[src/lla_ram.sv]
module lla_ram #(
  parameter int WIDTH = 8,
  parameter int DEPTH = 16
) (
  input  logic                                     clk,
  input  logic                                     we,
  input  logic [((DEPTH > 1) ? $clog2(DEPTH) : 1)-1:0] waddr,
  input  logic [WIDTH-1:0]                         wdata,
  input  logic                                     re,
  input  logic [((DEPTH > 1) ? $clog2(DEPTH) : 1)-1:0] raddr,
  output logic [WIDTH-1:0]                         rdata
);

  logic [WIDTH-1:0] mem [DEPTH];

  always_ff @(posedge clk) begin
    if (we) begin
      mem[waddr] <= wdata;
    end
    if (re) begin
      rdata <= mem[raddr];
    end
  end

endmodule

[config.mk]
export PLATFORM = sky130hd
export DESIGN_NAME = lla_ram
export DESIGN_NICKNAME = d
export VERILOG_FILES = /design/src/lla_ram.sv
export SDC_FILE = /design/constraint.sdc
export NUM_CORES = 1
export LEC_CHECK = 0
export BUFFER_PORTS_ARGS = -buffer_cell sky130_fd_sc_hd__buf_2
export CAP_MARGIN = 20
export CORE_MARGIN = 2
export CORE_UTILIZATION = 50
export DETAILED_ROUTE_END_ITERATION = 8
export GPL_TIMING_DRIVEN = 0
export HOLD_SLACK_MARGIN = 0.12
export PLACE_DENSITY = 0.71
export SETUP_SLACK_MARGIN = 0.02
export SLEW_MARGIN = 20
export SYNTH_ARGS = -nofsm -noshare
export SYNTH_HDL_FRONTEND = slang
export SYNTH_SLANG_ARGS = --single-unit
[constraint.sdc]
create_clock -name clk -period 1.8 [get_ports clk]
set_clock_uncertainty 0.2 [all_clocks]
set_input_delay 0.09 -clock clk [delete_from_list [all_inputs] [get_ports clk]]
set_output_delay 0.09 -clock clk [all_outputs]
set_load 0.05 [all_outputs]
# Word-level counts from Yosys, hierarchy flattened
# Memories as Yosys holds them, arrays and structs flattened. A register that Yosys moved wholly into a read port is not among the register bits.
# Index checks and enable logic that the tools add are counted.
[totals] mem_count=1 mem_bits_rw=128 output_inout_bits=8 in_bits=19 register_bits=0
[memory_table] memory="mem" depth=16 width=8 read_ports=1 rd_clocked_by_memory_dff=1 write_ports=1 line="14" text="logic [WIDTH-1:0] mem [DEPTH];"
[op_classes] n_mux=2
[op_table] operator="$mux W1" n=2

# Depth between registers and ports, before layout
# Gate-level depths: netlist of run 1.
[logic_depth] depth_word=2 depth_mapped=5

# Worst setup path before layout of run 1
# Ideal clock, no wire load.
[synth_timing] kind="input-to-reg" startpoint="in waddr[2] (netlist name)" endpoint="mem mem[0][0] (enable)" path_stages=2 arrival_time_ns=1.200 setup_time_ns=0.383 path_buffers=0 setup_slack_ns=0.017 path_cell_list="or3b_2 -> nor3_1"
[synth_rtl] element="from (decl)" line="7" text="input logic [((DEPTH > 1) ? $clog2(DEPTH) : 1)-1:0] waddr,"
[synth_rtl] element="to (decl)" line="14"
# Straight into the memory's write port.

==> out/metrics.csv, run 1 <==
metric;value;unit
status;complete, but fails checks;
violations;negative hold slack;
r2r_cells;3;
ios;27;
root_buffer;clkbuf_8;
dieWidth;106;µm
cts_hold_buffers;25;
dpl.cell_count;390;
cp_data_required_time;1.86;ns
num_antenna_cells;0;
antenna_found_initial;0;
yosysTopAreaCellShare;78.1;%
fin_ws;0.0323;ns
fin_cells;447;
htree_num_levels;4;
drive_above_1_share;28.6;%
dp_slack;-0.172;ns
start_kind;input port;
grt_pass1_vias;2607;
dieHeight;106;µm
rsz0062_at_grt;true;
drt_pass1_iterations;4;
fin_crit;1.77;ns
ys_ff_latch;136;
hp-class;input port to flip-flop;
grt_start_max_net_pins;17;
clk_pin_slew;0.06;ns
ys_warn_count;0;
core_region_area;0.0102;mm²
hold_viol;8;
clk_latency;0.52;ns
peakVddDrop;568;µV
critPathArrivalTime;1.83;ns
max_freq;566;MHz
num_vias;2530;
rows;37;
cts_sinks;136;
synth-seq-area-share;78.1;%
setup_violations;0;
tightest_slew;0.813;ns
slew_headroom;45.6;%
drc;0;
grt_overflow;0;
start_util;51.1;%
syn_inst;229;
worstSetupPathType;input port to flip-flop;
gp_congestion;0.732;
drt-total-wl;10100;µm
final.setup.tns;0;ns
dp_hpwl;6040;µm
syn-cell-area;0.00523;mm²
timing.final.crit_share;98.2;%
multi_input_area;0.00109;mm²
io_buffers;25;
drv_cap;0;
final_common_cell;edfxtp_1;
power_density;1170;mW/mm²
final_cell_mix;edfxtp_1, buf_2, dlygate4sd3_1;
worstPathMaxFanout;10;
cts_buffer_depth;2;
grt_usage;19.7;%
leakagePower;2.14;nW
nNetsFinal;317;
cts_tree;yes;
slew_violations;0;
nFillCells;670;
syn-num-nets;248;
grt_pass1_wl;15300;µm
drt_iter0_drc;222;
antenna_left;0;
yosysTopAreaCell;edfxtp_1;
hold_depth;3;
die_area;0.0113;mm²
area_growth;22.5;%
wire_per_inst;22.6;µm
synthTopCellsByArea;edfxtp_1, mux4_2, mux4_1;
ys_types;18;
via_per_inst;5.66;
seqCellArea;0.00408;mm²
avgSynthCellArea;22.8;µm²
hold_ws;-0.0154;ns
worstSetupEndpointType;flip-flop;
cts_made_buffers;17;
-- per-stage QoR --
stage / cell area (µm²) / total power, mW / util [%]
after floorplan: 5230 / 3.88 / -
after global placement: 5530 / 4.02 / 54.0
after detailed placement: 5540 / 4.04 / 54.2
after CTS: 6390 / 7.50 / 62.5
after global routing: 6400 / 7.68 / 62.6
final: 6400 / 7.47 / 62.6
-- synthesized netlist by cell type (all sizes together) --
library cell,n
clkdlybuf4s25,3
nand3,1
a22oi,16
nand2,9
nor3,4
and2,1
and2b,1
buf,7
nand3b,2
nor2,13
edfxtp,136
nor2b,1
or3b,1
nand2b,2
mux4,32
-- path summary, 6_finish.rpt --
path                                            from                  end  slack (ns)
worst max-delay path                        raddr[1]   rdata[2]$_DFFE_PP_        0.03
worst min-delay path                        waddr[2]  mem[0][6]$_DFFE_PP_       -0.02
worst max register to register   mem[4][2]$_DFFE_PP_   rdata[2]$_DFFE_PP_        0.04
worst min register to register  mem[11][2]$_DFFE_PP_   rdata[2]$_DFFE_PP_        0.56
-- layer usage --
| metal | GRT usage, % | up-vias | wire length [µm] |
|---|---|---|---|
| li1 | - | 1122 | - |
| met2 | 30.2 | 113 | 5000 |
| met5 | 0 | - | 0 |
| met4 | 8.08 | 0 | 210 |
| met3 | 6.81 | 12 | 835 |
| met1 | 26.1 | 1283 | 4030 |
-- report_power, final --
group	total [mW]	switching, mW	internal (mW)
logic	0.432	0.258	0.174
registers	3.59	0.0157	3.57
clock network	3.45	1.23	2.22
-- layout make-up --
cell class | count | area share (%)
clock inverter | 15 | 2.87
buffer | 10 | 1.39
clock buffer | 17 | 6.47
tap | 136 | 2.66
sequential | 136 | 63.8
multi-input combinational | 83 | 17.0
timing repair buffer | 50 | 5.86
-- registers in the layout, indices dropped and copies added, names as in the netlist --
signal / flops
mem: 128
rdata: 8
-- what timing repair did --
item | CTS | global route
hold endpoints to repair | 255 | 32
resized for setup | 0 | 4
setup endpoints to repair | 0 | 26
setup buffers | 0 | 0
-- worst max-delay path, cell delays in order --
cell and delay, ns:
dlygate4sd3_1 0.53, buf_2 0.15, buf_2 0.27, mux4_1 0.38, a22oi_1 0.30, nand2_1 0.10
-- cells by family after synthesis --
logic type             Yosys count  share of synthesized area (%)
AOI/OAI and AO/OA               16                           2.30
buffers and inverters           10                           1.65
DFF                            136                           78.1
muxes                           32                           14.8
and+or+nand+nor                 35                           3.14
(Power assumes the default switching activity.)
==> inputs of run 2 (changes only) <==
BUFFER_PORTS_ARGS = -buffer_cell sky130_fd_sc_hd__clkbuf_2   (was -buffer_cell sky130_fd_sc_hd__buf_2)
==> out/metrics.csv, run 2 (synthesis gave the netlist of run 1 again) <==
metric;value;unit;change
dp_hpwl;5960;µm;-1.4%
antenna_left;0;;unchanged
drt_iter0_drc;206;;-7.2%
slew_violations;0;;unchanged
p_switching;1.55;mW;+3.1%
grt_pass1_wl;14800;µm;-3.3%
clk_pin_slew;0.06;ns;about the same
p_clk_share;47.8;%;+1.6 points
die_area;0.0113;mm²;unchanged
root_buffer;clkbuf_8;;
timing.final.crit_share;98.7;%;+0.53 points
combPwrFrac;5.5;%;-0.3 points
fin_crit;1.78;ns;+0.00961 ns
p_sw_share;20.2;%;+0.037 points
clk_latency;0.53;ns;about the same
core_region_area;0.0102;mm²;unchanged
largest_reg_flops;128;;unchanged
antenna_found_initial;0;;unchanged
hp-class;input port to flip-flop;;
dieHeight;106;µm;unchanged
gp_congestion;0.732;;about the same
hold_viol;8;;unchanged
status;complete, but fails checks;;
tightest_slew;0.828;ns;+0.0151 ns
worstPathMaxFanout;8;;-2
cp_data_required_time;1.75;ns;-0.11 ns
dieWidth;106;µm;unchanged
cts_made_buffers;17;;unchanged
power_frac_seq;46.7;%;-1.3 points
setup_violations;0;;unchanged
peakVddDrop;704;µV;+24%
rrSetupSlack;0.08;ns;+0.04 ns
multi_input_area;0.00109;mm²;unchanged
cts_buffer_depth;2;;unchanged
drive_above_1_share;30.1;%;+1.5 points
io_buffers;25;;unchanged
rows;37;;unchanged
drt-total-wl;9790;µm;-2.9%
violations;negative hold slack;;
via_per_inst;5.54;;-2.1%
grt_usage;19.1;%;-0.59 points
start_kind;input port;;
htree_num_levels;4;;unchanged
nNetsFinal;315;;-0.63%
drc;0;;unchanged
rsz0062_at_grt;true;;
num_vias;2467;;-2.5%
power_density;1200;mW/mm²;+2.5%
leakagePower;2.16;nW;+1.3%
final_cell_mix;edfxtp_1, clkbuf_2, dlygate4sd3_1;;
nFillCells;689;;+2.8%
worstSetupPathType;input port to flip-flop;;
drv_cap;0;;unchanged
total_power;7.68;mW;+2.9%
post_cts_buffers;0;;unchanged
grt_overflow;0;;unchanged
grt_start_max_net_pins;17;;unchanged
seqCellArea;0.00408;mm²;unchanged
drt_pass1_iterations;4;;unchanged
worstSetupEndpointType;flip-flop;;
top_regs;mem: 128 flops, rdata: 8 flops;;
critPathArrivalTime;1.73;ns;-0.10 ns
slew_headroom;44.6;%;-1.0 points
final_common_cell;edfxtp_1;;
grt_pass1_vias;2582;;-0.96%
fin_cells;445;;-0.45%
num_antenna_cells;0;;unchanged
hold_ws;-0.0159;ns;-0.000493 ns
max_freq;563;MHz;-0.54%
start_util;51.1;%;unchanged
wire_per_inst;22.0;µm;-2.5%
area_growth;23.0;%;
largest_register;mem;;
cts_sinks;136;;unchanged
p_int;6.13;mW;+2.8%
dpl.cell_count;390;;unchanged
ios;27;;unchanged
cts_hold_buffers;23;;-8.0%
cts_tree;yes;;
## run 2: cell count changes in the layout (fill, tap and decap cells not counted)
| cell | previous run | this run |
|---|---|---|
| buf_2 | 27 | 2 |
| clkbuf_2 | 0 | 25 |
| clkinv_1 | 4 | 0 |
| dlygate4sd3_1 | 25 | 22 |
| inv_6 | 0 | 2 |
| bufinv_16 | 4 | 5 |
| clkinv_4 | 1 | 2 |
| dlymetal6s4s_1 | 0 | 1 |
## run 2: path summary, 6_finish.rpt
kind	from	end	cells after the start
max	waddr[0]	mem[10][7]$_DFFE_PP_	4
min	waddr[3]	mem[1][6]$_DFFE_PP_	3
max reg2reg	mem[4][2]$_DFFE_PP_	rdata[2]$_DFFE_PP_	3
min reg2reg	mem[11][2]$_DFFE_PP_	rdata[2]$_DFFE_PP_	3
## run 2: final cells by class
| cell class | count | share of cell area, % |
|---|---|---|
| multi-input cells | 83 | 16.9 |
| repair buffers | 48 | 5.57 |
| well taps | 136 | 2.65 |
| plain buffers | 10 | 1.38 |
| clock inverters | 15 | 3.50 |
| flip-flops and latches | 136 | 63.5 |
| clock buffers | 17 | 6.44 |
## run 2: per-layer routing
metal | wire length, µm | track usage (%) | vias to the layer above
met2 | 4750 | 28.8 | 80
met5 | 0 | 0 | -
met1 | 4270 | 26.1 | 1249
met3 | 558 | 6.50 | 14
li1 | - | - | 1124
met4 | 207 | 7.33 | 0
## run 2: critical path, cell delays in order
cell,delay (ns)
dlygate4sd3_1,0.53
clkbuf_2,0.19
nand2b_1,0.25
nor2_1,0.66
## run 2: what timing repair did
item,in CTS,in global routing
pin swaps,0,0
endpoints found under the setup margin,1,66
hold endpoints to repair,271,32
gates resized for setup,1,4
## run 2: power groups by stage
| stage | Clock [mW] | Sequential, mW | Combinational, mW |
|---|---|---|---|
| after floorplan | 0 | 3.70 | 0.180 |
| after global placement | 0 | 3.65 | 0.376 |
| after detailed placement | 0 | 3.65 | 0.386 |
| after CTS | 3.72 | 3.59 | 0.427 |
| after global routing | 3.87 | 3.59 | 0.457 |
| final | 3.67 | 3.58 | 0.426 |
## run 2: per-stage QoR
stage | worst slack, ns | util [%] | TNS [ns] | hold WS (ns) | area [µm²]
final | 0.0227 | 62.8 | 0 | -0.0159 | 6430
after global routing | -0.0316 | 62.8 | -0.874 | -0.00578 | 6430
after CTS | 0.0411 | 62.7 | 0 | -0.0387 | 6420
after detailed placement | -0.196 | 54.2 | -5.43 | 0.247 | 5540
after global placement | -0.245 | 54.0 | -8.82 | 0.236 | 5530
after floorplan | 0.228 | - | 0 | -0.0111 | 5230
