[config.mk]
export PLATFORM = sky130hd
export DESIGN_NAME = lla_row_rule
export DESIGN_NICKNAME = d
export VERILOG_FILES = /design/src/lla_pkg.sv /design/src/lla_row_rule.sv
export SDC_FILE = /design/constraint.sdc
export NUM_CORES = 2
export LEC_CHECK = 0
export ABC_AREA = 0
export CELL_PAD_IN_SITES_DETAIL_PLACEMENT = 1
export CELL_PAD_IN_SITES_GLOBAL_PLACEMENT = 2
export CORE_UTILIZATION = 39
export DETAILED_ROUTE_END_ITERATION = 8
export DONT_BUFFER_PORTS = 1
export PLACE_DENSITY_LB_ADDON = 0.08
export SYNTH_ARGS = -nofsm -noshare
export SYNTH_HDL_FRONTEND = slang
export SYNTH_SLANG_ARGS = --single-unit
export TNS_END_PERCENT = 20
[constraint.sdc]
create_clock -name vclk -period 4.7
set_input_delay 0 -clock vclk [all_inputs]
set_output_delay 0 -clock vclk [all_outputs]
set_load 0.05 [all_outputs]
[src/lla_pkg.sv]
package lla_pkg;

  // Grid storage limits
  localparam int MAX_WIDTH  = 128;
  localparam int MAX_HEIGHT = 128;
  localparam int COL_W      = $clog2(MAX_WIDTH);
  localparam int ROW_W      = $clog2(MAX_HEIGHT);
  localparam int MIN_DIM    = 3;

  // Field and register widths
  localparam int MODE_W     = 2;
  localparam int DIM_CFG_W  = 8;
  localparam int MASK_W     = 9;
  localparam int CFG_IDX_W  = 2;
  localparam int CFG_DATA_W = 9;
  localparam int CNT_W      = 15;
  localparam int CNT_MAX    = (2 ** CNT_W) - 1;

  // Register reset values
  localparam logic [DIM_CFG_W-1:0] RST_GRID_WIDTH   = 8'd64;
  localparam logic [DIM_CFG_W-1:0] RST_GRID_HEIGHT  = 8'd64;
  localparam logic [MASK_W-1:0]    RST_SURVIVE_MASK = 9'b000001100;
  localparam logic [MASK_W-1:0]    RST_BIRTH_MASK   = 9'b000001000;

  // Register indexes
  localparam logic [CFG_IDX_W-1:0] CFG_GRID_WIDTH   = 2'd0;
  localparam logic [CFG_IDX_W-1:0] CFG_GRID_HEIGHT  = 2'd1;
  localparam logic [CFG_IDX_W-1:0] CFG_SURVIVE_MASK = 2'd2;
  localparam logic [CFG_IDX_W-1:0] CFG_BIRTH_MASK   = 2'd3;

  typedef enum logic [MODE_W-1:0] {
    MODE_WRITE = 2'd0,
    MODE_READ  = 2'd1,
    MODE_STEP  = 2'd2,
    MODE_NONE  = 2'd3
  } mode_t;

  // Change counter pipeline: groups of bits, then groups of partials
  localparam int CNT_GROUP  = 8;
  localparam int CNT_GROUPS = (MAX_WIDTH + CNT_GROUP - 1) / CNT_GROUP;
  localparam int CNT_FAN    = 4;
  localparam int CNT_QUADS  = (CNT_GROUPS + CNT_FAN - 1) / CNT_FAN;
  localparam int CNT_DRAIN  = 3;

  typedef struct packed {
    logic clear;
    logic valid;
  } cnt_ctl_t;

endpackage

[src/lla_row_rule.sv]
module lla_row_rule (
  input  logic [lla_pkg::MAX_WIDTH-1:0] above,
  input  logic [lla_pkg::MAX_WIDTH-1:0] mid,
  input  logic [lla_pkg::MAX_WIDTH-1:0] below,
  input  logic [lla_pkg::COL_W-1:0]     w_last,
  input  logic [lla_pkg::MASK_W-1:0]    survive_mask,
  input  logic [lla_pkg::MASK_W-1:0]    birth_mask,
  output logic [lla_pkg::MAX_WIDTH-1:0] next_row,
  output logic [lla_pkg::MAX_WIDTH-1:0] diff_row
);

  // wrap taps for the first column
  logic a_wrap, m_wrap, b_wrap;

  assign a_wrap = above[w_last];
  assign m_wrap = mid[w_last];
  assign b_wrap = below[w_last];

  always_comb begin
    logic       al, ar, ml, mr, bl, br;
    logic [3:0] n;
    logic       nxt;
    next_row = mid;
    diff_row = '0;
    for (int c = 0; c < lla_pkg::MAX_WIDTH; c++) begin
      if (c == 0) begin
        al = a_wrap;
        ml = m_wrap;
        bl = b_wrap;
      end else begin
        al = above[c-1];
        ml = mid[c-1];
        bl = below[c-1];
      end
      if (lla_pkg::COL_W'(c) == w_last) begin
        ar = above[0];
        mr = mid[0];
        br = below[0];
      end else begin
        ar = above[(c + 1) % lla_pkg::MAX_WIDTH];
        mr = mid[(c + 1) % lla_pkg::MAX_WIDTH];
        br = below[(c + 1) % lla_pkg::MAX_WIDTH];
      end
      n = {3'b000, al} + {3'b000, above[c]} + {3'b000, ar}
        + {3'b000, ml} + {3'b000, mr}
        + {3'b000, bl} + {3'b000, below[c]} + {3'b000, br};
      if (!survive_mask[n]) begin
        nxt = 1'b0;
      end else if (birth_mask[n]) begin
        nxt = 1'b1;
      end else begin
        nxt = mid[c];
      end
      // columns past the wrap point keep their value
      if (lla_pkg::COL_W'(c) <= w_last) begin
        next_row[c] = nxt;
        diff_row[c] = nxt ^ mid[c];
      end
    end
  end

endmodule

### Word level (Yosys, flattened, before mapping)

Index checks and enable logic that the tools add are counted.

* register bits: 0
* logic and storage cells: 2819

* $add $sub $neg: 896
* order comparisons: 257
* equality and inequality tests: 126
* multiplexer cells: 1411
* bitwise logic cells: 128
* reduce and logical (&&, ||, !) cells: 1

Operators by type and width (number)
* 4-bit by 1-bit adder with 4-bit output: 512
* 1-bit two-way mux: 1152
* 1-bit binary-select mux with 4-bit select: 256
* 4-bit by 5-bit less-than comparator with 1-bit output (second input constant): 128
* 3-bit by 1-bit adder with 4-bit output: 128
* 7-bit <= comparator (first input constant): 64
* 7-bit equality test (first input constant): 63
* 2-bit by 1-bit adder with 3-bit output: 128
* 1-bit by 1-bit adder with 2-bit output: 128
* 6-bit by 7-bit equality test with 1-bit output (first input constant): 32
* 6-bit by 7-bit <= comparator with 1-bit output (first input constant): 32
* 1-bit bitwise XOR: 128
* 5-bit by 7-bit equality test with 1-bit output (first input constant): 16
* 5-bit by 7-bit <= comparator with 1-bit output (first input constant): 16
* 4-bit by 7-bit equality test with 1-bit output (first input constant): 8
* 4-bit by 7-bit <= comparator with 1-bit output (first input constant): 8
* 3-bit by 7-bit equality test with 1-bit output (first input constant): 4
* 3-bit by 7-bit <= comparator with 1-bit output (first input constant): 4
* 1-bit binary-select mux with 7-bit select: 3
* 2-bit by 7-bit equality test with 1-bit output (first input constant): 2
* 1-bit by 7-bit <= comparator with 1-bit output (first input constant): 2
* 2-bit by 7-bit <= comparator with 1-bit output (first input constant): 2
* 7-bit by 8-bit less-than comparator with 1-bit output (second input constant): 1
* 1-bit by 7-bit equality test with 1-bit output (first input constant): 1
* 7-bit zero test: 1

### Depth between registers and ports, before layout

* word-level depth: 15
* gate-level depth with buffers: 22
* mapped depth without buffers: 18

### Worst setup path after synthesis

OpenSTA, ideal clock, no wires.

* path kind: input-to-output
* start: input w_last[0] (netlist name)
* end: output diff_row[0] (netlist name)
* arrival time: 5.875 ns
* data required time: 4.700 ns
* setup slack: -1.175 ns
* stages: 21
* buffers on the path: 5
* cells stage by stage: buf_6 buf_8 buf_6 buf_6 mux4_2 a221oi_1 o21ai_0 o31ai_1 fa_1 fa_1 inv_1 fa_1 ha_1 fa_1 clkbuf_1 nor2b_1 a211oi_1 o21ai_0 o21a_1 o221a_2 xor2_1

* word-level cells in the longest chain between the ends: 15
* elaborated cells between the ends (all ways): 26

RTL lines
* start: declaration: line lla_row_rule.sv:5 `input logic [lla_pkg::COL_W-1:0] w_last,`
* 1-bit binary-select mux with 7-bit select: line lla_row_rule.sv:15 `assign a_wrap = above[w_last];`
* 1-bit two-way mux (implied by the code): line lla_row_rule.sv:15
* 1-bit by 1-bit adder with 2-bit output: line lla_row_rule.sv:44 `n = {3'b000, al} + {3'b000, above[c]} + {3'b000, ar}`
* 2-bit by 1-bit adder with 3-bit output: line lla_row_rule.sv:44
* 3-bit by 1-bit adder with 4-bit output: line lla_row_rule.sv:45 `+ {3'b000, ml} + {3'b000, mr}`
* 4-bit by 1-bit adder with 4-bit output: line lla_row_rule.sv:45
* 4-bit by 1-bit adder with 4-bit output (3 in a row): line lla_row_rule.sv:46 `+ {3'b000, bl} + {3'b000, below[c]} + {3'b000, br};`
* 1-bit binary-select mux with 4-bit select: line lla_row_rule.sv:49 `end else if (birth_mask[n]) begin`
* 1-bit two-way mux (implied by the code): line lla_row_rule.sv:49
* 1-bit two-way mux: line lla_row_rule.sv:49
* 1-bit two-way mux: line lla_row_rule.sv:47 `if (!survive_mask[n]) begin`
* 1-bit bitwise XOR: line lla_row_rule.sv:57 `diff_row[c] = nxt ^ mid[c];`
* 1-bit two-way mux *: line lla_row_rule.sv:55 `if (lla_pkg::COL_W'(c) <= w_last) begin`
* end: declaration: line lla_row_rule.sv:9 `output logic [lla_pkg::MAX_WIDTH-1:0] diff_row`

Mark *: on every way between the ends. The rest lies on a longest branch, timed or not. The select of a mux whose other input is x is not followed.

### Worst setup path in the final report

Same ends and word-level chain as after synthesis.

==> reports/metrics.csv <==
metric,value,unit
fin_crit_sh,1.17,
ios,665,
finalNetCount,6650,
synthCells,5381,
synth_cell_types,77,
remaining_drc_errors,0,
drv_slew,0,
final_cell_count_no_fill,7087,
path_cells,mux4_2 > a22oi_1 > a21oi_1 > or4_4 > o31ai_4 > fa_1 > fa_1 > inv_2 > fa_1 > ha_2 > fa_2 > buf_6 > a211oi_2 > o21ai_1 > o21a_1 > o221a_4 > xor2_4 > buf_12,
synth_area_leaders,"mux4_2, fa_1, ha_1",
ys_warn_count,0,
start_kind,input pin,
critPathCaptureType,output pin,
relSlewSlack,0.163,
dieArea,0.132,mm^2
hp-class,in -> out,
min_to,diff_row[0],
worst_slack,-0.800,ns
grt_pass1_vias,50969,
die_h,364,um
worst_path_max_delay_cell,mux4_2,
viasPerCell,6.93,
initial_utilization,0.394,
antenna_found_initial,14,
path_max_fanout,124,
num_rows,132,
critPathBufInv,3,
rsz0062_at_grt,yes,
grt_pass1_wl,378000,um
dp_hpwl,178000,um
arrival,5.50,ns
grt_max_degree,136,
drive_above_1_share,0.232,
drv_cap,0,
synthesis.nets,6686,
required,4.70,ns
ff_latch_area,0,um^2
die_w,364,um
synth_area_leader_cell,mux4_2,
violations,negative setup slack,
grt_util_all_layers,0.394,
report.final.setup_viol,39,
wl,265000,um
first_pass_iters,5,
portBuffers,0,
status,"finished, violations left",
synth.cell_area,0.0511,mm^2
layout_min_cycle_time,5.50,ns
detail-route-antenna-nets,0,
crit_top_cell,fa_1,
overflow,0,
clkbuf_count,0,
synth_top_area_frac,0.247,
drt_iter0_drc,4671,
wl_per_cell,37.4,um
flops_and_latches,0,
place_inst,7079,
hold_viol_final,0,
critPathKind,in -> out,
tightest_slew,1.25,ns
place_congestion,0.921,
crit_path_max_incr_delay,0.68,ns
areaGrowthSynthToFinish,8.63,%
min-delay-start,mid[0],
vias,49105,
yosysSeqAreaShare,0,
max_freq,182,MHz
core,0.130,mm^2
min_path_cells,2,
cp_top_family,adder cells,
syn-mean-instance-area,9.49,um^2
-- synth_stat cells (all sizes together), types with 3 or more instances --
cell,number
xnor2,163
or3,6
a21boi,25
and2,25
a32oi,65
o211ai,22
buf,60
nand3,85
a211oi,38
a41oi,12
o31a,47
nand2,317
or2,4
nand2b,25
fa,512
clkbuf,451
nor3b,38
mux4,590
o31ai,4
ha,384
o21ai,358
a22oi,17
a221oi,3
nor4,9
a311oi,12
a31oi,17
and3,40
nor2b,17
o22ai,23
inv,553
nand3b,3
a21oi,252
nand4,65
nor4bb,4
o311ai,15
mux2i,337
nor3,23
o2111ai,37
xor2,86
mux2,47
o221ai,74
a21o,109
o41ai,14
nor2,371
-- cell type report --
type / instances / area [um^2]
diodes: 2 / 5.00
fillers: 14643 / 74200
inverters: 554 / 2080
multi-input cells: 4316 / 47300
well taps: 1742 / 2180
repair buffers: 473 / 3880
-- how the worst max path moves through the flow --
stage                         start          end  slack, ns  cells after the start
after floorplan           w_last[0]  diff_row[0]      -0.32                     21
final                     w_last[0]  diff_row[0]      -0.80                     18
after global routing      w_last[0]  diff_row[0]      -0.82                     18
after CTS                 w_last[0]  diff_row[0]      -0.57                     18
after global placement    w_last[0]  diff_row[0]      -0.85                     18
after detailed placement  w_last[0]  diff_row[0]      -0.92                     19
-- cell usage in the layout, fill, tap and decap left out, drive strengths merged, types with 22 or more instances in the layout --
cell type    n
a211oi      38
a21boi      25
a21o       109
a21oi      252
a32oi       65
and2        25
and3        40
buf        473
fa         512
ha         384
inv        553
mux2        47
mux2i      337
mux4       590
nand2      317
nand2b      25
nand3       85
nand4       65
nor2       371
nor3        23
nor3b       38
o2111ai     37
o211ai      22
o21ai      358
o221ai      74
o22ai       23
o31a        47
xnor2      163
xor2        86
-- cell families (layout without fill, tap and decap cells) --
logic type | after synthesis | count (layout) | share of synthesized area
compound gates | 1156 | 1156 | 0.147
buf+inv | 1065 | 1027 | 0.0835
simple gates | 1041 | 1041 | 0.0932
mux | 974 | 974 | 0.339
fa+ha+maj | 896 | 896 | 0.295
xor+xnor | 249 | 249 | 0.0427
other cells | 0 | 2 | 0
-- layer usage --
metal,global-route usage,vias up,wire [um]
met5,0,-,90
met3,0.0972,685,26900
li1,-,19833,-
met4,0.198,14,16400
met1,0.513,25800,104000
met2,0.609,2773,118000
-- repair_timing --
action	in CTS	in global routing
endpoints found under the hold margin	0	0
pin swaps	3	17
gates resized for setup	29	103
hold buffers	0	0
setup buffers	2	5
setup endpoints to repair	27	154
-- per-stage QoR --
| step | setup TNS, ns | setup slack (ns) | hold slack (ns) | instance area, um^2 | util |
|---|---|---|---|---|---|
| 2_1_floorplan | -5.97 | -0.321 | 0.267 | 51100 | - |
| 3_3_place_gp | -1.87 | -0.849 | 0.218 | 55000 | 0.424 |
| 3_5_place_dp | -2.69 | -0.923 | 0.215 | 55000 | 0.424 |
| 4_1_cts | -1.24 | -0.572 | 0.217 | 55100 | 0.425 |
| 5_1_grt | -8.25 | -0.825 | 0.215 | 55500 | 0.428 |
| 6_report | -4.08 | -0.800 | 0.208 | 55500 | 0.428 |
