$ cat src/lla_pkg.sv
package lla_pkg;

  // Grid storage limits
  localparam int MAX_WIDTH  = 128;
  localparam int MAX_HEIGHT = 128;
  localparam int COL_W      = $clog2(MAX_WIDTH);
  localparam int ROW_W      = $clog2(MAX_HEIGHT);
  localparam int MIN_DIM    = 3;

  // Field and register widths
  localparam int MODE_W     = 2;
  localparam int DIM_CFG_W  = 8;
  localparam int MASK_W     = 9;
  localparam int CFG_IDX_W  = 2;
  localparam int CFG_DATA_W = 9;
  localparam int CNT_W      = 15;
  localparam int CNT_MAX    = (2 ** CNT_W) - 1;

  // Register reset values
  localparam logic [DIM_CFG_W-1:0] RST_GRID_WIDTH   = 8'd64;
  localparam logic [DIM_CFG_W-1:0] RST_GRID_HEIGHT  = 8'd64;
  localparam logic [MASK_W-1:0]    RST_SURVIVE_MASK = 9'b000001100;
  localparam logic [MASK_W-1:0]    RST_BIRTH_MASK   = 9'b000001000;

  // Register indexes
  localparam logic [CFG_IDX_W-1:0] CFG_GRID_WIDTH   = 2'd0;
  localparam logic [CFG_IDX_W-1:0] CFG_GRID_HEIGHT  = 2'd1;
  localparam logic [CFG_IDX_W-1:0] CFG_SURVIVE_MASK = 2'd2;
  localparam logic [CFG_IDX_W-1:0] CFG_BIRTH_MASK   = 2'd3;

  typedef enum logic [MODE_W-1:0] {
    MODE_WRITE = 2'd0,
    MODE_READ  = 2'd1,
    MODE_STEP  = 2'd2,
    MODE_NONE  = 2'd3
  } mode_t;

  // Change counter pipeline: groups of bits, then groups of partials
  localparam int CNT_GROUP  = 8;
  localparam int CNT_GROUPS = (MAX_WIDTH + CNT_GROUP - 1) / CNT_GROUP;
  localparam int CNT_FAN    = 4;
  localparam int CNT_QUADS  = (CNT_GROUPS + CNT_FAN - 1) / CNT_FAN;
  localparam int CNT_DRAIN  = 3;

  typedef struct packed {
    logic clear;
    logic valid;
  } cnt_ctl_t;

endpackage

$ cat src/lla_count.sv
module lla_count (
  input  logic                          clk,
  input  logic                          rst,
  input  lla_pkg::cnt_ctl_t             ctl,
  input  logic [lla_pkg::MAX_WIDTH-1:0] diff_row,
  output logic [lla_pkg::CNT_W-1:0]     total
);

  localparam int PART_W = $clog2(lla_pkg::CNT_GROUP + 1);
  localparam int QUAD_W = PART_W + $clog2(lla_pkg::CNT_FAN);

  logic [lla_pkg::MAX_WIDTH-1:0] diff_q;
  logic [PART_W-1:0]             part      [lla_pkg::CNT_GROUPS];
  logic [PART_W-1:0]             part_next [lla_pkg::CNT_GROUPS];
  logic [QUAD_W-1:0]             quad      [lla_pkg::CNT_QUADS];
  logic [QUAD_W-1:0]             quad_next [lla_pkg::CNT_QUADS];
  logic [lla_pkg::CNT_W:0]       sum_next;
  logic                          v1, v2, v3;

  always_comb begin
    for (int g = 0; g < lla_pkg::CNT_GROUPS; g++) begin
      part_next[g] = '0;
      for (int i = 0; i < lla_pkg::CNT_GROUP; i++) begin
        if (g * lla_pkg::CNT_GROUP + i < lla_pkg::MAX_WIDTH) begin
          part_next[g] = part_next[g]
                       + PART_W'(diff_q[g * lla_pkg::CNT_GROUP + i]);
        end
      end
    end
  end

  always_comb begin
    for (int q = 0; q < lla_pkg::CNT_QUADS; q++) begin
      quad_next[q] = '0;
      for (int k = 0; k < lla_pkg::CNT_FAN; k++) begin
        if (q * lla_pkg::CNT_FAN + k < lla_pkg::CNT_GROUPS) begin
          quad_next[q] = quad_next[q]
                       + QUAD_W'(part[q * lla_pkg::CNT_FAN + k]);
        end
      end
    end
  end

  always_comb begin
    sum_next = {1'b0, total};
    for (int q = 0; q < lla_pkg::CNT_QUADS; q++) begin
      sum_next = sum_next + (lla_pkg::CNT_W + 1)'(quad[q]);
    end
  end

  always_ff @(posedge clk) begin
    if (rst || ctl.clear) begin
      v1    <= 1'b0;
      v2    <= 1'b0;
      v3    <= 1'b0;
      total <= '0;
    end else begin
      v1 <= ctl.valid;
      v2 <= v1;
      v3 <= v2;
      if (v3) begin
        // saturate
        if (sum_next > (lla_pkg::CNT_W + 1)'(lla_pkg::CNT_MAX)) begin
          total <= lla_pkg::CNT_W'(lla_pkg::CNT_MAX);
        end else begin
          total <= sum_next[lla_pkg::CNT_W-1:0];
        end
      end
    end
  end

  always_ff @(posedge clk) begin
    if (ctl.valid) begin
      diff_q <= diff_row;
    end
    part <= part_next;
    quad <= quad_next;
  end

endmodule

$ cat config.mk
export PLATFORM = sky130hd
export DESIGN_NAME = lla_count
export DESIGN_NICKNAME = d
export VERILOG_FILES = /design/src/lla_pkg.sv /design/src/lla_count.sv
export SDC_FILE = /design/constraint.sdc
export NUM_CORES = 1
export LEC_CHECK = 0
export BUFFER_PORTS_ARGS = -buffer_cell sky130_fd_sc_hd__buf_2
export CORE_MARGIN = 5
export CORE_UTILIZATION = 62
export CTS_CLUSTER_SIZE = 14
export DETAILED_ROUTE_END_ITERATION = 8
export PLACE_DENSITY = 0.95
export SLEW_MARGIN = 40
export SYNTH_ARGS = -nofsm -noshare
export SYNTH_HDL_FRONTEND = slang
export SYNTH_SLANG_ARGS = --single-unit
$ cat constraint.sdc
create_clock -name clk -period 8.25 [get_ports clk]
set_input_delay 2.0625 -clock clk [delete_from_list [all_inputs] [get_ports clk]]
set_output_delay 2.0625 -clock clk [all_outputs]
set_load 0.005 [all_outputs]
# Yosys cells after proc, flatten, opt, wreduce, memory -nomap -nowiden

Cells that the tools add are included.

Div/mod/pow operators: 0
Shifts and indexed selects: 0
Reduce and logical (&&, ||, !) cells: 1
Multiplexer cells: 1
Magnitude comparators: 1
Equality and inequality tests: 0
Add/subtract/negate cells: 128
Bitwise gates (word level): 0
Multiply operators: 0

Operators by type and width:

| cell                                                                   | count |
|---|---|
| 4-bit by 1-bit adder with 4-bit output                                 | 64 |
| 3-bit by 1-bit adder with 4-bit output                                 | 16 |
| 16-bit by 6-bit adder with 16-bit output                               | 3 |
| 2-bit by 1-bit adder with 3-bit output                                 | 16 |
| 1-bit by 1-bit adder with 2-bit output                                 | 16 |
| 5-bit by 4-bit adder with 6-bit output                                 | 4 |
| 6-bit by 4-bit adder with 6-bit output                                 | 4 |
| 4-bit by 4-bit adder with 5-bit output                                 | 4 |
| 15-bit by 6-bit adder with 16-bit output                               | 1 |
| 16-bit by 15-bit > comparator with 1-bit output, second input constant | 1 |
| 15-bit 2-to-1 mux                                                      | 1 |
| 1-bit logical OR                                                       | 1 |

Latch bits: 0
Memory bits (writable): 0
Memory bits (read-only): 0
Flip-flop bits (word level): 234
Input bits: 132
Memories: 0

# Logic depth before layout (Yosys ltp)

Gate-level depths: netlist (run 1).

Depth after elaboration: 7
Mapped depth: 13
Gate-level depth less buffers: 13

# Worst setup path after synthesis (run 1)

No wires, ideal clock.

Kind: flip-flop to flip-flop
Start: register total[1] in the netlist's numbering
End: register total[11] in the netlist's numbering
Cell stages (with the launch flop): 14
Setup slack: 4.695 ns
Buffers on the path: 0
Data arrival time: 3.431 ns
Setup time: 0.124 ns
Data required time: 8.126 ns
Path through: dfxtp_1 > inv_1 > fa_1 > fa_1 > fa_1 > inv_1 > ha_1 > inv_1 > fa_1 > and2b_1 > o2111ai_2 > a21oi_4 > o2111ai_1 > mux2i_1

Word-level cells in the longest chain between the ends: 6

Ends and longest elaborated chain:

| what                                                     | RTL line        | source |
|---|---|---|
| from (decl)                                              | lla_count.sv:6  | `output logic [lla_pkg::CNT_W-1:0] total` |
| from (signal assigned)                                   | lla_count.sv:64 | `total <= lla_pkg::CNT_W'(lla_pkg::CNT_MAX);` |
| from (signal assigned)                                   | lla_count.sv:66 | `total <= sum_next[lla_pkg::CNT_W-1:0];` |
| 15-bit by 6-bit adder with 16-bit output *               | lla_count.sv:47 | `sum_next = sum_next + (lla_pkg::CNT_W + 1)'(quad[q]);` |
| 16-bit by 6-bit adder with 16-bit output * (3 in series) | lla_count.sv:47 |  |
| 16-bit by 15-bit > comparator with 1-bit output          | lla_count.sv:63 | `if (sum_next > (lla_pkg::CNT_W + 1)'(lla_pkg::CNT_MAX)) begin` |
| 15-bit 2-to-1 mux *                                      | lla_count.sv:63 |  |

Mark *: on every way between the ends. The rest lies on a longest branch, timed or not.
A chain may end at the register's enable or synchronous reset.

# Worst setup path after layout (run 1)

Start: register total[5] in the netlist's numbering
End: register total[1] in the netlist's numbering

Word-level cells in the longest chain between the ends: 6

Ends and longest elaborated chain:

| what                                                   | RTL line |
|---|---|
| 15-bit by 6-bit adder with 16-bit output               | lla_count.sv:47 |
| 16-bit by 6-bit adder with 16-bit output (3 in series) | lla_count.sv:47 |
| 16-bit by 15-bit > comparator with 1-bit output        | lla_count.sv:63 |
| 15-bit 2-to-1 mux                                      | lla_count.sv:63 |

Every way passes these cells.

==> impl_results.md, run 1 <==
- Clk buf depth: 3
- Cts hold-fix bufs: 0
- Final WL: 18,560 µm
- Startpoint Class: flip-flop
- Drt wl/cell: 15.29 µm
- Io pins: 147
- Largest net degree at the start of global routing: 72
- Die span in y: 144.0 µm
- Core area: 17,840 µm²
- H-Tree Depth: 1
- FILL cells: 1,151
- Dominant cells by area after synthesis: edfxtp_1 (35%), fa_1 (20%), dfxtp_1 (19%), ha_1 (9.1%), inv_1 (6.8%)
- VDD IR-drop max: 0.2768 mV
- Inserted Diodes: 0
- DP HPWL: 14,060 µm
- Placed Instances: 1,168
- Initial antenna violation count: 0
- Port Buf Inserts: 146
- Tot Pwr: 5.364 mW
- Synth Area per Inst: 13.96 µm²
- CTS tree: yes
- Post-route minimum period: 3913 ps
- Sequential share of the synthesized area: 53.62%
- Worst skew pair latency: 500 ps
- Initial Utilization: 62.37%
- Vias in the first global route: 6,706
- GR Util All Layers: 18.95%
- Final setup violating endpoints: 0
- Placer Congestion: 0.8425
- Outcome: complete, no violations
- Post_cts resized: 0
- Power per Cell Area: 413.8 nW/µm²
- Cell Area, Synth: 11,130 µm²
- Worst Setup End Kind: flip-flop
- # DRC: 0
- Reg2reg end: total[1]$_SDFFE_PP0P_
- Critical path class: flip-flop to flip-flop
- R2R setup slack: 4340 ps
- RSZ-0062 raised after global routing: false
- # rows: 49
- Synth-to-Final Area Change: 16.49%
- Netlist cell types: 43
- Setup Buffers After CTS: 0
- WHS Path Cells: 1
- CTS root buffer: clkbuf_16
- Final hold violation count: 0
- Drt pass-1 iters: 4
- Pleak: 6.096 nW
- Number of clock sinks: 234
- Commonest non-fill, non-tap cell in the layout: inv_1
- WHS Endpoint: v2$_SDFF_PP0_
- Clock Skew: 12.07 ps
- Post-DRT Antenna Nets: 0
- Grt ovf: 0
- Worst Hold Class: flip-flop to flip-flop
- Layout Cells excl Fill: 1,214
- R2R Path Start: total[5]$_SDFFE_PP0P_
- Hold_ws: 425.0 ps
- Reg2Reg Depth: 13
- Post-route clock period utilization: 47.43%
- Largest fanout on the critical path: 10
- Clock slew at reported path FFs: 60 ps
- Hold Path Origin: v1$_SDFF_PP0_
- Max-cap violation count: 0
- DIE WIDTH: 144.0 µm
- WP data arrival: 4230 ps
- Relative slew margins: 47.15%
- Total Die Area: 20,730 µm²
- Synth Register Bits: 234
- Fin nets: 1,293
- Req. time, crit path: 8570 ps
- Fmax: 255.6 MHz
- Commonest non-fill, non-tap cells in the layout: inv_1 (201), buf_2 (145), edfxtp_1 (128)
- Max-slew violations: 0
- Yosys warnings: 0
- Cells after Synth: 797
- Via-per-instance ratio: 4.924
- Setup Total Neg Slack: 0 ps
- Yosys top cell by area: edfxtp_1
- Syn Nets: 1,123
- Layout cells sized above 1: 19.70%
- First-pass GRT wire length: 30,970 µm
- Clock buffer count from CTS: 25
- Post-synth top area share: 34.54%
- Total number of vias: 5,978
- Least-Margin Pin Slew: 792.7 ps
- Iteration-0 DRC Markers: 185
## worst max path at each step
stage                                   to  cells past startpoint  slack (ps)                  start
detailed placement    diff_q[52]$_DFFE_PP_                      2        4340                 ctl[0]
finish               total[1]$_SDFFE_PP0P_                     13        4340  total[5]$_SDFFE_PP0P_
global placement      diff_q[52]$_DFFE_PP_                      2        4400                 ctl[0]
floorplan           total[11]$_SDFFE_PP0P_                     13        4690  total[1]$_SDFFE_PP0P_
CTS                  total[1]$_SDFFE_PP0P_                     13        4370  total[5]$_SDFFE_PP0P_
global route         total[1]$_SDFFE_PP0P_                     13        4160  total[5]$_SDFFE_PP0P_
## layer usage
layer | up-vias | wire length, µm | GRT usage (%)
li1 | 2889 | - | -
met1 | 2903 | 7255 | 22.60
met2 | 150 | 9875 | 35.11
met3 | 36 | 954 | 3.361
met4 | 0 | 473 | 5.550
met5 | - | 0 | 0
## critical path, stage by stage, from the launching register on
cell and delay [ps]:
dfxtp_1 350, inv_1 70, fa_1 540, inv_1 60, fa_1 500, inv_1 60, fa_1 500, inv_1 50
ha_1 350, a21o_1 210, a21oi_1 300, a21oi_4 150, o211ai_4 410, a31oi_1 190
## flip-flops by register name, summed over array words and instances (netlist names)
register and count:
diff_q 128, part 64, quad 24, total 15, v1 1, v2 1
v3 1
## where the power goes
| part | internal [mW] | switching [mW] | total (mW) |
|---|---|---|---|
| sequential | 1.53 | 0.126 | 1.65 |
| combinational | 1.21 | 1.41 | 2.62 |
| clock | 0.657 | 0.429 | 1.09 |
| total | 3.39 | 1.97 | 5.36 |
## metrics by stage
stage / setup WS, ps / area [µm²] / utilization [%]
after floorplan: 4695 / 11130 / -
after global placement: 4404 / 12130 / 67.99
after detailed placement: 4338 / 12130 / 68.01
after CTS: 4367 / 12940 / 72.54
after global routing: 4165 / 12960 / 72.65
final: 4337 / 12960 / 72.65
## cells by family after synthesis
logic type	after synthesis	share of synthesized area, %
XOR/XNOR	30	2.361
buffers and inverters	206	6.994
flip-flops	234	53.62
multiplexers	2	0.1912
adder cells (fa/ha/maj)	194	29.44
AO/OA/AOI/OAI	81	4.723
AND/OR/NAND/NOR	50	2.676
## synthesized netlist by cell type
master     number
a211oi_2        1
nand3b_1        1
o21ai_0        21
fa_1          113
xnor2_1        14
mux2_1          1
o211ai_4        1
edfxtp_1      128
nand4_1         2
or3b_4          1
buf_2           1
nor2b_1        20
o21ai_1         1
nor2_1          2
and2b_1         1
a21o_1          7
buf_4           1
o2111ai_1       1
o31ai_2         1
nand2b_1        6
and3_1          4
clkbuf_1        3
and4_1          1
and2_1          3
o211ai_1        1
xor2_1         16
a21oi_4         1
o211a_1         1
a21oi_2         1
o21a_1          2
nor3_1          1
a21oi_1        23
o21bai_1        2
mux2i_1         1
dfxtp_1       106
a31oi_1        12
ha_1           81
a211oi_1        3
o2111ai_2       1
nand3_1         1
a21boi_0        1
inv_1         201
nand2_1         7
## cell type report
class	instances	area [µm²]	area share, %
flip-flops and latches	234	5966	46.03
inverters	201	754.5	5.821
clock buffers	34	700.7	5.406
clock inverters	11	107.6	0.8302
well taps	229	286.5	2.211
multi-input cells	357	4385	33.84
repair buffers	148	760.7	5.869
Power figures use the tool's default switching activity.
==> run 2: changes to the inputs <==
--- a/config.mk
+++ b/config.mk
@@ -7,10 +7,10 @@
 export LEC_CHECK = 0
 export BUFFER_PORTS_ARGS = -buffer_cell sky130_fd_sc_hd__buf_2
 export CORE_MARGIN = 5
-export CORE_UTILIZATION = 62
+export CORE_UTILIZATION = 58
 export CTS_CLUSTER_SIZE = 14
 export DETAILED_ROUTE_END_ITERATION = 8
-export PLACE_DENSITY = 0.95
+export PLACE_DENSITY = 0.91
 export SLEW_MARGIN = 40
 export SYNTH_ARGS = -nofsm -noshare
 export SYNTH_HDL_FRONTEND = slang
==> constraint.sdc (replaced) <==
create_clock -name clk -period 3.93 [get_ports clk]
set_input_delay 0.9825 -clock clk [delete_from_list [all_inputs] [get_ports clk]]
set_output_delay 0.9825 -clock clk [all_outputs]
set_load 0.005 [all_outputs]
==> impl_results.md, run 2 (same netlist as run 1, synthesis figures left out) <==
- Commonest non-fill, non-tap cells in the layout: inv_1 (201), buf_2 (145), edfxtp_1 (128)
- Total number of vias: 5,990
- Largest net degree at the start of global routing: 80
- Grt ovf: 0
- Critical path class: flip-flop to flip-flop
- Clock Skew: 9.428 ps
- Fmax: 268.0 MHz
- Post-DRT Antenna Nets: 0
- RSZ-0062 raised after global routing: false
- Post-route minimum period: 3731 ps
- GR Util All Layers: 17.02%
- WP data arrival: 4160 ps
- Layout cells sized above 1: 20.73%
- Setup Total Neg Slack: 0 ps
- Startpoint Class: flip-flop
- Fin nets: 1,297
- Comb pwr share: 48.0%
- Number of clock sinks: 234
- CTS tree: yes
- Initial Utilization: 59.29%
- Placer Congestion: 0.8248
- Placed Instances: 1,173
- Drt pass-1 iters: 6
- Commonest non-fill, non-tap cell in the layout: inv_1
- Hold_ws: 429.6 ps
- Most flops, register: diff_q
- Clock slew at reported path FFs: 60 ps
- Power per Cell Area: 880.8 nW/µm²
- # DRC: 0
- DP HPWL: 13,800 µm
- Tot Pwr: 11.55 mW
- Worst Setup End Kind: flip-flop
- Clk buf depth: 3
- Io pins: 147
- CTS root buffer: clkbuf_16
- Utilization after layout: 69.89%
- First-pass GRT wire length: 30,460 µm
- Internal power: 7.374 mW
- FILL cells: 1,243
- Max FFs per register: 128
- # rows: 50
- Outcome: complete, no violations
- Post-route clock period utilization: 94.95%
- Worst Slack Setup Final: 198.6 ps
- Req. time, crit path: 4360 ps
- Max-slew violations: 0
- Via-per-instance ratio: 4.898
- Place WS: 90.34 ps
- Vias in the first global route: 6,635
- Least-Margin Pin Slew: 793.7 ps
- Total Die Area: 22,050 µm²
- Worst skew pair latency: 500 ps
- Post-route cell area: 13,120 µm²
- Switching share of total power: 36.17%
- Worst Hold Class: flip-flop to flip-flop
- Drt wl/cell: 14.74 µm
- Die span in y: 148.5 µm
- Inserted Diodes: 0
- H-Tree Depth: 1
- Relative slew margins: 47.01%
- Net Switching: 4.179 mW
- Dpl cell area: 12,150 µm²
- Max-cap violation count: 0
- Core area: 18,770 µm²
- VDD IR-drop max: 0.5986 mV
- Pleak: 6.151 nW
- Clock network power share: 21.9%
- Iteration-0 DRC Markers: 287
- Largest regs: diff_q: 128 flops, part: 64 flops, quad: 24 flops
- Largest fanout on the critical path: 6
- Final hold violation count: 0
- Layout Cells excl Fill: 1,223
- Port Buf Inserts: 146
- Seq pwr share: 30.1%
- Final setup violating endpoints: 0
- Final WL: 18,030 µm
- Initial antenna violation count: 0
- Clock buffer count from CTS: 25
- Synth-to-Final Area Change: 17.88%
- DIE WIDTH: 148.5 µm
[run 2: area by class of cell]
type                            instances  area, µm²  area share, %
Sequential cell                       234       5967          45.49
Inverter                              201      754.5          5.752
Timing Repair Buffer                  152      790.8          6.029
Clock buffer                           28      636.9          4.855
Tap cell                              234      292.8          2.232
Multi-Input combinational cell        357       4412          33.64
Clock inverter                         17      262.8          2.003
[run 2: power by group through the flow]
stage	combinational [mW]	clock, mW	sequential [mW]
floorplan	4.11	0	3.45
global placement	5.28	0	3.52
detailed placement	5.53	0	3.54
CTS	5.61	2.59	3.49
global route	6.53	2.71	3.54
finish	5.55	2.53	3.47
[run 2: worst max-delay path, stage by stage (launching register included)]
cell and delay [ps]:
dfxtp_2 330, inv_1 60, fa_1 560, fa_1 440
fa_1 450, inv_1 70, ha_2 190, inv_1 50
fa_2 340, and2b_1 230, o2111ai_2 170, a21oi_4 290
o211ai_4 100, buf_4 180, a31oi_1 180
[run 2: layer usage]
layer | GRT usage (%) | wire (µm) | vias to the layer above
met4 | 4.527 | 337 | 0
met5 | 0 | 0 | -
met1 | 22.25 | 7326 | 2918
li1 | - | - | 2900
met3 | 2.742 | 999 | 30
met2 | 29.85 | 9365 | 142
[run 2: final timing paths]
| path | cells after the start | to | slack (ps) | from |
|---|---|---|---|---|
| min reg2reg | 1 | v2$_SDFF_PP0_ | 430 | v1$_SDFF_PP0_ |
| max reg2reg | 14 | total[2]$_SDFFE_PP0P_ | 200 | total[1]$_SDFFE_PP0P_ |
| max | 14 | total[2]$_SDFFE_PP0P_ | 200 | total[1]$_SDFFE_PP0P_ |
| min | 1 | v2$_SDFF_PP0_ | 430 | v1$_SDFF_PP0_ |
[run 2: timing repair]
action                                  in CTS  in global routing
buffers inserted                             0                  5
gates resized for setup                      0                  7
endpoints found under the setup margin       0                 15
hold buffers                                 0                  0
